**src/design/lbtdd_pkg.sv**
```systemverilog
// ----------------------------------------------------------------------------
// lbtdd_pkg: shared types and constants of the binary to decimal converter
// Field widths, register reset value and the controller state encoding.
// ----------------------------------------------------------------------------
package lbtdd_pkg;

    // field widths
    localparam int BYTE_W  = 8;
    localparam int DIGIT_W = 4;
    localparam int LEN_W   = 7;

    // output length register reset value
    localparam logic [LEN_W-1:0] LEN_RESET = 7'd40;

    // divisor of each bit-serial pass
    localparam logic [DIGIT_W:0] TEN = 5'd10;

    // controller states
    typedef enum logic [1:0] {
        ST_LOAD,
        ST_FETCH,
        ST_DIV,
        ST_EMIT
    } state_t;

endpackage

```
**src/design/le_binary_to_decimal_digits_top.sv**
```systemverilog
// ----------------------------------------------------------------------------
// le_binary_to_decimal_digits_top: little-endian binary to decimal digits
// Usage:
//   Input channel (byte_valid / byte_stall) carries one byte of an unsigned
//   number per transfer, least significant byte first; last_byte marks the
//   final byte. Up to MAX_BYTES bytes are kept; a longer number gives a
//   single empty result.
//   Output channel (digit_valid / digit_stall) carries one decimal digit per
//   transfer, most significant first, at most output_length - 1 of the
//   MAX_DIGITS least significant digits; last_digit marks the final one.
//   cfg_we / cfg_wdata write output_length (reset 40) while idle.
// Flow:
//   bytes load at one per cycle while byte_stall is low. After the last
//   byte the number is divided by ten bit-serially through a 4-bit
//   remainder unit, one pass per digit. Digits then leave at one per
//   cycle while the receiver does not stall. Empty, zero and too-long
//   results come out in the cycle after the last byte is taken.
// Reset clears the controller, the byte count and the output register.
// While the receiver stalls a pending digit, the output register holds and no new byte or
// digit is taken.
// ----------------------------------------------------------------------------
module le_binary_to_decimal_digits_top #(
    parameter int MAX_BYTES  = 24,
    parameter int MAX_DIGITS = 39
) (
    input  logic                          clk,
    input  logic                          rst_n,
    input  logic                          cfg_we,
    input  logic [lbtdd_pkg::LEN_W-1:0]   cfg_wdata,
    input  logic                          byte_valid,
    output logic                          byte_stall,
    input  logic [lbtdd_pkg::BYTE_W-1:0]  value_byte,
    input  logic                          last_byte,
    output logic                          digit_valid,
    input  logic                          digit_stall,
    output logic [lbtdd_pkg::DIGIT_W-1:0] digit,
    output logic                          empty_res,
    output logic                          last_digit
);
    import lbtdd_pkg::*;

    localparam int PW = (MAX_BYTES > 1) ? $clog2(MAX_BYTES) : 1;
    localparam int CW = $clog2(MAX_BYTES + 1);
    localparam int DW = $clog2(MAX_DIGITS + 1);

    // registers
    state_t              state_reg, state_next;
    logic [LEN_W-1:0]    out_len_reg;
    logic [CW-1:0]       count_reg, count_next;
    logic                too_long_reg, too_long_next;
    logic                zero_reg, zero_next;
    logic [PW-1:0]       last_idx_reg, last_idx_next;
    logic [PW-1:0]       ptr_reg, ptr_next;
    logic [2:0]          bit_cnt_reg, bit_cnt_next;
    logic [DW-1:0]       ndig_reg, ndig_next;
    logic                nz_reg, nz_next;
    logic [LEN_W-1:0]    emit_left_reg, emit_left_next;
    logic                out_valid_reg, out_valid_next;
    logic [DIGIT_W-1:0]  digit_reg, digit_next;
    logic                empty_reg, empty_next;
    logic                last_reg, last_next;
    logic [DIGIT_W-1:0]  rem_reg, rem_next;
    logic [BYTE_W-1:0]   work_reg, work_next;
    logic [BYTE_W-1:0]   store_reg [MAX_BYTES];
    logic [DIGIT_W-1:0]  dstk_reg [MAX_DIGITS];

    // shared control terms
    logic                byte_take;
    logic                fits;
    logic                overflow;
    logic                all_zero;
    logic                start_conv;
    logic                pass_end;
    logic                more_digits;
    logic                out_free;
    logic                store_we;
    logic [PW-1:0]       store_wa;
    logic [BYTE_W-1:0]   store_wd;
    logic                push;
    logic                pop;

    // bit-serial divide by ten
    logic [DIGIT_W:0]    rem_sum;
    logic                quo_bit;
    logic [DIGIT_W-1:0]  rem_new;
    logic [BYTE_W-1:0]   work_new;
    logic [DW-1:0]       ndig_inc;
    logic [LEN_W-1:0]    len_lim;
    logic [LEN_W-1:0]    ndig_ext;

    assign rem_sum  = {rem_reg, work_reg[BYTE_W-1]};
    assign quo_bit  = (rem_sum >= TEN);
    assign rem_new  = quo_bit ? DIGIT_W'(rem_sum - TEN) : rem_sum[DIGIT_W-1:0];
    assign work_new = {work_reg[BYTE_W-2:0], quo_bit};
    assign ndig_inc = DW'(ndig_reg + 1'b1);
    assign len_lim  = LEN_W'(out_len_reg - 1'b1);
    assign ndig_ext = LEN_W'(ndig_inc);

    // handshake and decision terms
    assign out_free    = !out_valid_reg || !digit_stall;
    assign byte_stall  = (state_reg != ST_LOAD) || (out_valid_reg && digit_stall);
    assign byte_take   = byte_valid && !byte_stall;
    assign fits        = (count_reg < CW'(MAX_BYTES));
    assign overflow    = too_long_reg || !fits;
    assign all_zero    = zero_reg && (value_byte == '0);
    assign start_conv  = byte_take && last_byte && !overflow
                         && (out_len_reg > LEN_W'(1)) && !all_zero;
    assign pass_end    = (state_reg == ST_DIV) && (bit_cnt_reg == 3'd7)
                         && (ptr_reg == '0);
    assign more_digits = (nz_reg || quo_bit) && (ndig_reg < DW'(MAX_DIGITS - 1));

    // next state
    always_comb
    begin
        state_next = state_reg;
        case (state_reg)
            ST_LOAD:
            begin
                if (start_conv)
                    state_next = ST_FETCH;
            end
            ST_FETCH:
            begin
                state_next = ST_DIV;
            end
            ST_DIV:
            begin
                if (pass_end)
                    state_next = more_digits ? ST_FETCH : ST_EMIT;
            end
            ST_EMIT:
            begin
                if (out_free && (emit_left_reg == LEN_W'(1)))
                    state_next = ST_LOAD;
            end
            default:
            begin
                state_next = ST_LOAD;
            end
        endcase
    end

    // datapath and output values
    always_comb
    begin
        count_next     = count_reg;
        too_long_next  = too_long_reg;
        zero_next      = zero_reg;
        last_idx_next  = last_idx_reg;
        ptr_next       = ptr_reg;
        bit_cnt_next   = bit_cnt_reg;
        ndig_next      = ndig_reg;
        nz_next        = nz_reg;
        emit_left_next = emit_left_reg;
        out_valid_next = out_valid_reg && digit_stall;
        digit_next     = digit_reg;
        empty_next     = empty_reg;
        last_next      = last_reg;
        rem_next       = rem_reg;
        work_next      = work_reg;
        store_we       = 1'b0;
        store_wa       = ptr_reg;
        store_wd       = work_new;
        push           = 1'b0;
        pop            = 1'b0;
        case (state_reg)
            ST_LOAD:
            begin
                if (byte_take)
                begin
                    if (fits)
                    begin
                        store_we   = 1'b1;
                        store_wa   = count_reg[PW-1:0];
                        store_wd   = value_byte;
                        count_next = CW'(count_reg + 1'b1);
                        zero_next  = all_zero;
                    end
                    else
                    begin
                        too_long_next = 1'b1;
                    end
                    if (last_byte)
                    begin
                        count_next    = '0;
                        too_long_next = 1'b0;
                        zero_next     = 1'b1;
                        last_idx_next = count_reg[PW-1:0];
                        ptr_next      = count_reg[PW-1:0];
                        rem_next      = '0;
                        nz_next       = 1'b0;
                        ndig_next     = '0;
                        if (!start_conv)
                        begin
                            // empty, too long or zero value: one result now
                            out_valid_next = 1'b1;
                            digit_next     = '0;
                            empty_next     = overflow || (out_len_reg <= LEN_W'(1));
                            last_next      = 1'b1;
                        end
                    end
                end
            end
            ST_FETCH:
            begin
                work_next    = store_reg[ptr_reg];
                bit_cnt_next = '0;
            end
            ST_DIV:
            begin
                rem_next     = rem_new;
                work_next    = work_new;
                nz_next      = nz_reg || quo_bit;
                bit_cnt_next = 3'(bit_cnt_reg + 1'b1);
                if (bit_cnt_reg == 3'd7)
                begin
                    // quotient byte done: write back, then move down one byte or end the pass
                    store_we = 1'b1;
                    if (ptr_reg != '0)
                    begin
                        ptr_next  = PW'(ptr_reg - 1'b1);
                        work_next = store_reg[PW'(ptr_reg - 1'b1)];
                    end
                    else
                    begin
                        push      = 1'b1;
                        ndig_next = ndig_inc;
                        ptr_next  = last_idx_reg;
                        rem_next  = '0;
                        nz_next   = 1'b0;
                        emit_left_next = (ndig_ext < len_lim) ? ndig_ext : len_lim;
                    end
                end
            end
            ST_EMIT:
            begin
                if (out_free)
                begin
                    out_valid_next = 1'b1;
                    digit_next     = dstk_reg[0];
                    empty_next     = 1'b0;
                    last_next      = (emit_left_reg == LEN_W'(1));
                    pop            = 1'b1;
                    emit_left_next = LEN_W'(emit_left_reg - 1'b1);
                end
            end
            default:
            begin
                out_valid_next = 1'b0;
            end
        endcase
    end

    // control registers
    always_ff @(posedge clk or negedge rst_n)
    begin
        if (!rst_n)
        begin
            state_reg     <= ST_LOAD;
            out_len_reg   <= LEN_RESET;
            count_reg     <= '0;
            too_long_reg  <= 1'b0;
            zero_reg      <= 1'b1;
            last_idx_reg  <= '0;
            ptr_reg       <= '0;
            bit_cnt_reg   <= '0;
            ndig_reg      <= '0;
            nz_reg        <= 1'b0;
            emit_left_reg <= '0;
            out_valid_reg <= 1'b0;
            digit_reg     <= '0;
            empty_reg     <= 1'b0;
            last_reg      <= 1'b0;
        end
        else
        begin
            state_reg     <= state_next;
            if (cfg_we)
                out_len_reg <= cfg_wdata;
            count_reg     <= count_next;
            too_long_reg  <= too_long_next;
            zero_reg      <= zero_next;
            last_idx_reg  <= last_idx_next;
            ptr_reg       <= ptr_next;
            bit_cnt_reg   <= bit_cnt_next;
            ndig_reg      <= ndig_next;
            nz_reg        <= nz_next;
            emit_left_reg <= emit_left_next;
            out_valid_reg <= out_valid_next;
            digit_reg     <= digit_next;
            empty_reg     <= empty_next;
            last_reg      <= last_next;
        end
    end

    // working remainder and current byte
    always_ff @(posedge clk)
    begin
        rem_reg  <= rem_next;
        work_reg <= work_next;
    end

    // number store, at most one byte written per cycle
    always_ff @(posedge clk)
    begin
        if (store_we)
            store_reg[store_wa] <= store_wd;
    end

    // digit stack: newest remainder on top, popped most significant first
    always_ff @(posedge clk)
    begin
        if (push)
        begin
            dstk_reg[0] <= rem_new;
            for (int i = 1; i < MAX_DIGITS; i++)
                dstk_reg[i] <= dstk_reg[i-1];
        end
        else if (pop)
        begin
            for (int i = 0; i < MAX_DIGITS - 1; i++)
                dstk_reg[i] <= dstk_reg[i+1];
        end
    end

    // output ports
    assign digit_valid = out_valid_reg;
    assign digit       = digit_reg;
    assign empty_res   = empty_reg;
    assign last_digit  = last_reg;

endmodule

```
**config.mk**
```make
export PLATFORM = sky130hd
export DESIGN_NAME = le_binary_to_decimal_digits_top
export DESIGN_NICKNAME = d
export VERILOG_FILES = /design/src/design/lbtdd_pkg.sv /design/src/design/le_binary_to_decimal_digits_top.sv
export SDC_FILE = /design/constraint.sdc
export NUM_CORES = 1
export LEC_CHECK = 0
export ABC_AREA = 0
export BUFFER_PORTS_ARGS = -buffer_cell sky130_fd_sc_hd__buf_4
export CAP_MARGIN = 20
export CORE_ASPECT_RATIO = 0.7
export CORE_UTILIZATION = 61
export CTS_CLUSTER_DIAMETER = 200
export DETAILED_ROUTE_END_ITERATION = 12
export PLACE_DENSITY = 0.8
export SETUP_SLACK_MARGIN = 0.15
export SLEW_MARGIN = 5
export SYNTH_ARGS = -nofsm -noshare
export SYNTH_HDL_FRONTEND = slang
export SYNTH_SLANG_ARGS = --single-unit
```
**constraint.sdc**
```tcl
create_clock -name clk -period 13.9 [get_ports clk]
set_clock_uncertainty 0.2 [all_clocks]
set_input_delay 0.695 -clock clk [delete_from_list [all_inputs] [get_ports clk]]
set_output_delay 0.695 -clock clk [all_outputs]
set_load 0.01 [all_outputs]
```
Yosys cells after proc, flatten, opt, wreduce, memory -nomap -nowiden:

Memory sizes are Yosys's and may differ from the RTL's.
Index checks and enable logic that the tools add are counted.

* register bits after elaboration: 62
* latch bits: 0
* memory bits (writable): 348
* bits in read-only memories: 0
* word-level logic and storage cells: 247
* memories kept: 2

Memory list
* store_reg: depth 24, bits a word 8, rd ports 2, clocked after memory_dff 0, write ports 1, RTL line le_binary_to_decimal_digits_top.sv:64 `logic [BYTE_W-1:0] store_reg [MAX_BYTES];`
* dstk_reg: depth 39, bits a word 4, rd ports 39, clocked after memory_dff 0, write ports 39, RTL line le_binary_to_decimal_digits_top.sv:65 `logic [DIGIT_W-1:0] dstk_reg [MAX_DIGITS];`

* $add $sub $neg: 7
* multipliers: 0
* divide/modulo/power cells: 0
* $lt $le $gt $ge: 6
* eq/ne operators: 15
* shifts and indexed selects: 0
* mux-type cells: 121
* bitwise gates (word level): 38
* reduce and logical (&&, ||, !) cells: 41

Operators with widths (number)
* 4-bit two-way mux: 47
* 5-bit two-way mux: 9
* 8-bit two-way mux: 5
* 1-bit bitwise OR: 38
* 1-bit two-way mux: 35
* 7-bit two-way mux: 4
* 6-bit two-way mux: 4
* 2-bit != test, second input constant: 9
* 4-bit case mux with 2 select lines: 2
* 8-bit case mux with 2 select lines: 1
* 3-bit AND reduction: 5
* 7-bit case mux with 2 select lines: 1
* 7-bit by 1-bit subtractor with 7-bit output, second input constant: 2
* 6-bit case mux with 2 select lines: 1
* 2-bit nonzero test: 6
* 1-bit logical AND: 11
* 1-bit case mux with 2 select lines: 5
* 5-bit case mux with 2 select lines: 1
* 5-bit AND reduction: 2
* 8-bit zero test: 1
* 2-bit two-way mux: 4
* 2-bit case mux with 4 select lines: 1
* 4-bit AND reduction: 2
* 7-bit by 1-bit equality test with 1-bit output, second input constant: 1
* 21 further kinds: 31

Depth between registers and ports, before layout:

* word-level depth: 12
* gate-level depth with buffers: 14

Least setup slack after synthesis:

OpenSTA, ideal clock, no wires.

* kind: register -> register
* start: register ptr_reg[0]
* end: memory dstk_reg[0][0] (enable)
* arrival time: 4.659 ns
* setup slack: 7.770 ns
* stages on the path, launching flop included: 11
* period minus slack after synthesis: 6.130 ns
* cells stage by stage: dfrtp_1 -> buf_2 -> buf_2 -> buf_2 -> inv_1 -> ha_1 -> buf_2 -> nor4b_2 -> nand3_1 -> clkbuf_1 -> nand2_1

RTL lines
* start, declared: RTL line le_binary_to_decimal_digits_top.sv:53 `logic [PW-1:0] ptr_reg, ptr_next;`
* start signal, assigned: RTL line le_binary_to_decimal_digits_top.sv:284 `ptr_reg <= ptr_next;`
* end, declared: RTL line le_binary_to_decimal_digits_top.sv:65

==> report_table.html <==
<table>
<tr><th>Metric</th><th>Value</th></tr>
<tr><th colspan="2">Power</th></tr>
<tr><td>PwrDens</td><td>219 nW/um^2</td></tr>
<tr><td>Power share of the combinational group</td><td>between 30% and 40%</td></tr>
<tr><td>Static leakage power</td><td>7.81 nW</td></tr>
<tr><td>Part of the total power dissipated in sequential elements</td><td>between 40% and 50%</td></tr>
<tr><td>Internal power component</td><td>0.00293 W</td></tr>
<tr><td>Switching power</td><td>0.00167 W</td></tr>
<tr><td>Clock network power share</td><td>between 20% and 30%</td></tr>
<tr><td>Highest ir drop seen on vdd</td><td>0.143 mV</td></tr>
<tr><td>Switching part of the total</td><td>36.4%</td></tr>
<tr><td>Total power of the final layout</td><td>approximately 0.0046 W</td></tr>
<tr><th colspan="2">Hold path</th></tr>
<tr><td>HP Class</td><td>in2reg</td></tr>
<tr><td>Hold-critical path depth</td><td>2</td></tr>
<tr><th colspan="2">Timing</th></tr>
<tr><td>Max transition margin</td><td>between 20 and 30%</td></tr>
<tr><td>Final Setup Violations</td><td>0</td></tr>
<tr><td>RSZ-0062 raised after global routing</td><td>no</td></tr>
<tr><td>Actual slew at the worst max-slew pin</td><td>1.08 ns</td></tr>
<tr><td>Tmin final</td><td>5.59 ns</td></tr>
<tr><td>Number of max-slew violations in the final report</td><td>0</td></tr>
<tr><td>Sum Neg Setup Slack</td><td>0 ns</td></tr>
<tr><td>Peak clock frequency supported by timing</td><td>0.179 GHz</td></tr>
<tr><td>Period Utilization, post-route</td><td>40.2%</td></tr>
<tr><td>Post-layout worst setup margin</td><td>8.31 ns</td></tr>
<tr><td>Final Hold Fails</td><td>0</td></tr>
<tr><th colspan="2">Route</th></tr>
<tr><td>Pre-Repair DR Iteration Count</td><td>8</td></tr>
<tr><td>Routed wire length</td><td>43800 um</td></tr>
<tr><td># DRC</td><td>0</td></tr>
<tr><td>Routed wire per std cell</td><td>roughly 22 um</td></tr>
<tr><td>ANT nets after route</td><td>0</td></tr>
<tr><td>Total vias in the final route</td><td>12700</td></tr>
<tr><td>Vias per Instance</td><td>6.42</td></tr>
<tr><td>Count of routing violations after the opening detailed-route iteration</td><td>approximately 1700</td></tr>
<tr><th colspan="2">Final layout</th></tr>
<tr><td>Layout cell share with drive strength beyond 1</td><td>approximately 14%</td></tr>
<tr><td>Diode count</td><td>0</td></tr>
<tr><td>Final net count</td><td>1576</td></tr>
<tr><td>Final standard cell utilization of the core</td><td>roughly two thirds</td></tr>
<tr><td>Growth of design area from synthesis to finish</td><td>8.87%</td></tr>
<tr><td>Final instance area</td><td>21000 sq um</td></tr>
<tr><td>Commonest non-fill, non-tap cells in the layout</td><td>552 x sky130_fd_sc_hd__nand2_1, 360 x sky130_fd_sc_hd__edfxtp_1, 96 x sky130_fd_sc_hd__mux4_2, 70 x sky130_fd_sc_hd__nor2_1, 44 x sky130_fd_sc_hd__dfrtp_1</td></tr>
<tr><td>Leading cell type in the layout, fill and taps excluded</td><td>sky130_fd_sc_hd__nand2_1</td></tr>
<tr><td>Flip-flop count of the largest register, all copies and words added</td><td>192</td></tr>
<tr><th colspan="2">Global route</th></tr>
<tr><td>First-pass GRT wire length</td><td>67600 um</td></tr>
<tr><td>Largest net degree at the start of global routing</td><td>103</td></tr>
<tr><td>Via count of the first global-routing pass</td><td>around 12000</td></tr>
<tr><td>Global route overflow</td><td>0</td></tr>
<tr><td>Aggregate global-route resource usage</td><td>27.3%</td></tr>
<tr><td>Number of antenna violations at the first check in global routing</td><td>2</td></tr>
<tr><th colspan="2">Worst setup path</th></tr>
<tr><td>Worst Setup Path Type</td><td>reg2reg</td></tr>
<tr><td>Sum of buffers and inverters on the critical path</td><td>4</td></tr>
<tr><td>R2R cell count</td><td>10</td></tr>
<tr><td>Cell with the largest stage delay on the worst path</td><td>sky130_fd_sc_hd__inv_1</td></tr>
<tr><td>Critical Path Start Type</td><td>register</td></tr>
<tr><td>Required time of the worst setup path</td><td>~14 ns</td></tr>
<tr><td>Critical path endpoint category</td><td>register</td></tr>
<tr><td>Top cell family by delay on the critical path</td><td>simple AND/OR/NAND/NOR gates</td></tr>
<tr><td>Critical Path Stages</td><td>10</td></tr>
<tr><td>Crit path DAT</td><td>between 5 and 6 ns</td></tr>
<tr><td>List of cells traversed by the critical path</td><td>buf_4 -&gt; inv_1 -&gt; ha_2 -&gt; nor4b_2 -&gt; nand3_1 -&gt; inv_1 -&gt; nor2_4 -&gt; buf_4 -&gt; nand2_1 -&gt; nand2_1</td></tr>
<tr><td>Crit path max fanout</td><td>102</td></tr>
<tr><td>Worst path max stage delay</td><td>0.87 ns</td></tr>
<tr><th colspan="2">Synth</th></tr>
<tr><td>Share of the yosys chip area belonging to registers</td><td>62.6%</td></tr>
<tr><td>Async set or reset register ratio after synthesis</td><td>12.2%</td></tr>
<tr><td>Combined area of all synthesized cells</td><td>19300 sq um</td></tr>
<tr><td>Number of storage elements in the synthesis netlist</td><td>between 400 and 500</td></tr>
<tr><td>Post-synthesis instance total</td><td>about 1500</td></tr>
<tr><td>Prevailing post-synth register cell</td><td>sky130_fd_sc_hd__edfxtp_1</td></tr>
<tr><td>Mean instance size in the synthesized netlist</td><td>12.6 sq um</td></tr>
<tr><td>Number of distinct library cells after synthesis</td><td>between 60 and 70</td></tr>
<tr><td>Number of enable flip-flop cells after synthesis</td><td>360</td></tr>
<tr><td>YS warnings</td><td>0</td></tr>
<tr><td>Synthesized netlist net count</td><td>1573</td></tr>
<tr><th colspan="2">Floorplan</th></tr>
<tr><td>Core outline area</td><td>31100 sq um</td></tr>
<tr><td>Horizontal extent of the die</td><td>214 um</td></tr>
<tr><td>Effective utilization at floorplan</td><td>62.0%</td></tr>
<tr><td>Chip Height</td><td>151 um</td></tr>
<tr><td>Row cnt</td><td>54</td></tr>
<tr><td>Boundary pin count</td><td>29</td></tr>
<tr><td>Die ar.</td><td>32300 sq um</td></tr>
<tr><th colspan="2">Placed design</th></tr>
<tr><td>Final Wtd Congestion</td><td>0.922</td></tr>
<tr><td>Dpl ws</td><td>8.30 ns</td></tr>
<tr><td>Port Buf Inserts</td><td>28</td></tr>
<tr><td>Placement-stage cell area</td><td>19800 sq um</td></tr>
<tr><td>Post-detail-place hpwl</td><td>27200 um</td></tr>
<tr><th colspan="2">CTS</th></tr>
<tr><td>Number of H-tree levels</td><td>2</td></tr>
<tr><td>Buffer levels on the longest clock path</td><td>3</td></tr>
<tr><td>CTS tree</td><td>built</td></tr>
<tr><td>Clock slew seen by the registers of the worst setup and hold paths</td><td>0.07 ns</td></tr>
<tr><td>Clock latency reported for the late side of the worst-skew pair</td><td>0.56 ns</td></tr>
<tr><td>Total CTS buffers</td><td>39</td></tr>
<tr><td>Buffer type at the clock tree root</td><td>sky130_fd_sc_hd__clkbuf_16</td></tr>
<tr><td>Clock tree sinks</td><td>410</td></tr>
<tr><td>Count of buffers added by post-CTS timing repair for setup</td><td>0</td></tr>
<tr><th colspan="2">Run</th></tr>
<tr><td>Max Cap Violations</td><td>0</td></tr>
<tr><th colspan="2">Outcome</th></tr>
<tr><td>Run status</td><td>completed</td></tr>
</table>
cell families (layout without fill, tap and decap cells):
kind of cell / after synthesis / after routing / synth area share (%)
compound gates: 149 / 149 / 5.18
xor+xnor: 16 / 16 / 0.825
fa+ha+maj: 19 / 19 / 1.23
buf+inv: 107 / 136 / 2.36
flops: 410 / 410 / 62.6
mux: 133 / 133 / 13.2
simple gates: 699 / 699 / 14.6
Yosys cell counts (3+ instances only):
cell / n / area share, %
sky130_fd_sc_hd__a31oi_1: 10 / 0.32
sky130_fd_sc_hd__dfstp_2: 3 / 0.41
sky130_fd_sc_hd__nand3b_1: 3 / 0.12
sky130_fd_sc_hd__o21ai_0: 37 / 0.96
sky130_fd_sc_hd__ha_1: 19 / 1.2
sky130_fd_sc_hd__a21oi_1: 26 / 0.68
sky130_fd_sc_hd__dfrtp_1: 47 / 6.1
sky130_fd_sc_hd__o221ai_1: 9 / 0.41
sky130_fd_sc_hd__edfxtp_1: 360 / 56
sky130_fd_sc_hd__xor2_1: 7 / 0.32
sky130_fd_sc_hd__nor2b_1: 8 / 0.26
sky130_fd_sc_hd__nor3_1: 10 / 0.26
sky130_fd_sc_hd__mux4_2: 96 / 11
sky130_fd_sc_hd__o22ai_1: 8 / 0.26
sky130_fd_sc_hd__and2_1: 3 / 0.097
sky130_fd_sc_hd__o41ai_1: 5 / 0.23
sky130_fd_sc_hd__mux2i_1: 31 / 1.6
sky130_fd_sc_hd__a211oi_1: 6 / 0.23
sky130_fd_sc_hd__buf_4: 3 / 0.12
sky130_fd_sc_hd__buf_1: 5 / 0.097
sky130_fd_sc_hd__a21o_1: 6 / 0.23
sky130_fd_sc_hd__inv_1: 26 / 0.51
sky130_fd_sc_hd__or3_1: 4 / 0.13
sky130_fd_sc_hd__nor2_1: 71 / 1.4
sky130_fd_sc_hd__o31ai_1: 4 / 0.16
sky130_fd_sc_hd__mux2_2: 6 / 0.35
sky130_fd_sc_hd__buf_2: 33 / 0.86
sky130_fd_sc_hd__nand3_1: 17 / 0.44
sky130_fd_sc_hd__a22o_1: 6 / 0.27
sky130_fd_sc_hd__a22oi_1: 3 / 0.12
sky130_fd_sc_hd__xnor2_1: 8 / 0.36
sky130_fd_sc_hd__o211ai_1: 7 / 0.27
sky130_fd_sc_hd__nand2_1: 553 / 11
sky130_fd_sc_hd__clkbuf_1: 40 / 0.78
sky130_fd_sc_hd__nand4_1: 4 / 0.13
sky130_fd_sc_hd__nand2b_1: 11 / 0.36
worst paths after layout:
kind / startpoint / endpoint / slack [ns]
max: ptr_reg[1] / dstk_reg[2][8] / 8.31
max reg2reg: ptr_reg[1] / dstk_reg[2][8] / 8.31
min: last_byte / count_reg[0] / 0.15
min reg2reg: dstk_reg[9][4] / dstk_reg[9][8] / 0.27
max in group asynchronous: rst_n / ptr_reg[0] / 12.50
min in group asynchronous: rst_n / out_len_reg[6] / 0.51
cell type report:
class                           count  area (sq um)
Fill cell                        2132         10100
Inverter                           26          97.6
Sequential cell                   410         12100
Multi-Input combinational cell   1016          6770
Clock buffer                       50          1030
Clock inverter                     17           126
Timing Repair Buffer               43           345
Tap cell                          420           526
what timing repair did:
item / CTS / global route
hold buffers: 1 / 0
hold endpoints to repair: 33 / 0
gates resized for setup: 0 / 0
per-stage QoR:
| step | std cells | hold slack, ns |
|---|---|---|
| 4_1_cts | 1981 | 0.134 |
| 5_1_grt | 1982 | 0.145 |
| 2_1_floorplan | 1533 | 0.199 |
| 6_report | 1982 | 0.148 |
| 3_3_place_gp | 1913 | 0.231 |
| 3_5_place_dp | 1913 | 0.239 |
layer usage:
metal / vias to the layer above / GRT usage, % / wire [um]
li1: 5578 / - / -
met5: - / 0 / 17
met4: 2 / 9.89 / 1230
met2: 708 / 41.5 / 19800
met1: 6325 / 37.5 / 17800
met3: 116 / 8.65 / 4940
power groups by stage:
stage          registers (W)  clock network, W  logic (W)
2_1_floorplan        0.00191                 0    0.00119
5_1_grt              0.00198           0.00105    0.00177
3_3_place_gp         0.00196                 0    0.00153
6_report             0.00195           0.00100    0.00164
3_5_place_dp         0.00197                 0    0.00159
4_1_cts              0.00195           0.00101    0.00161
No activity file was read; power rests on OpenSTA's default activity.
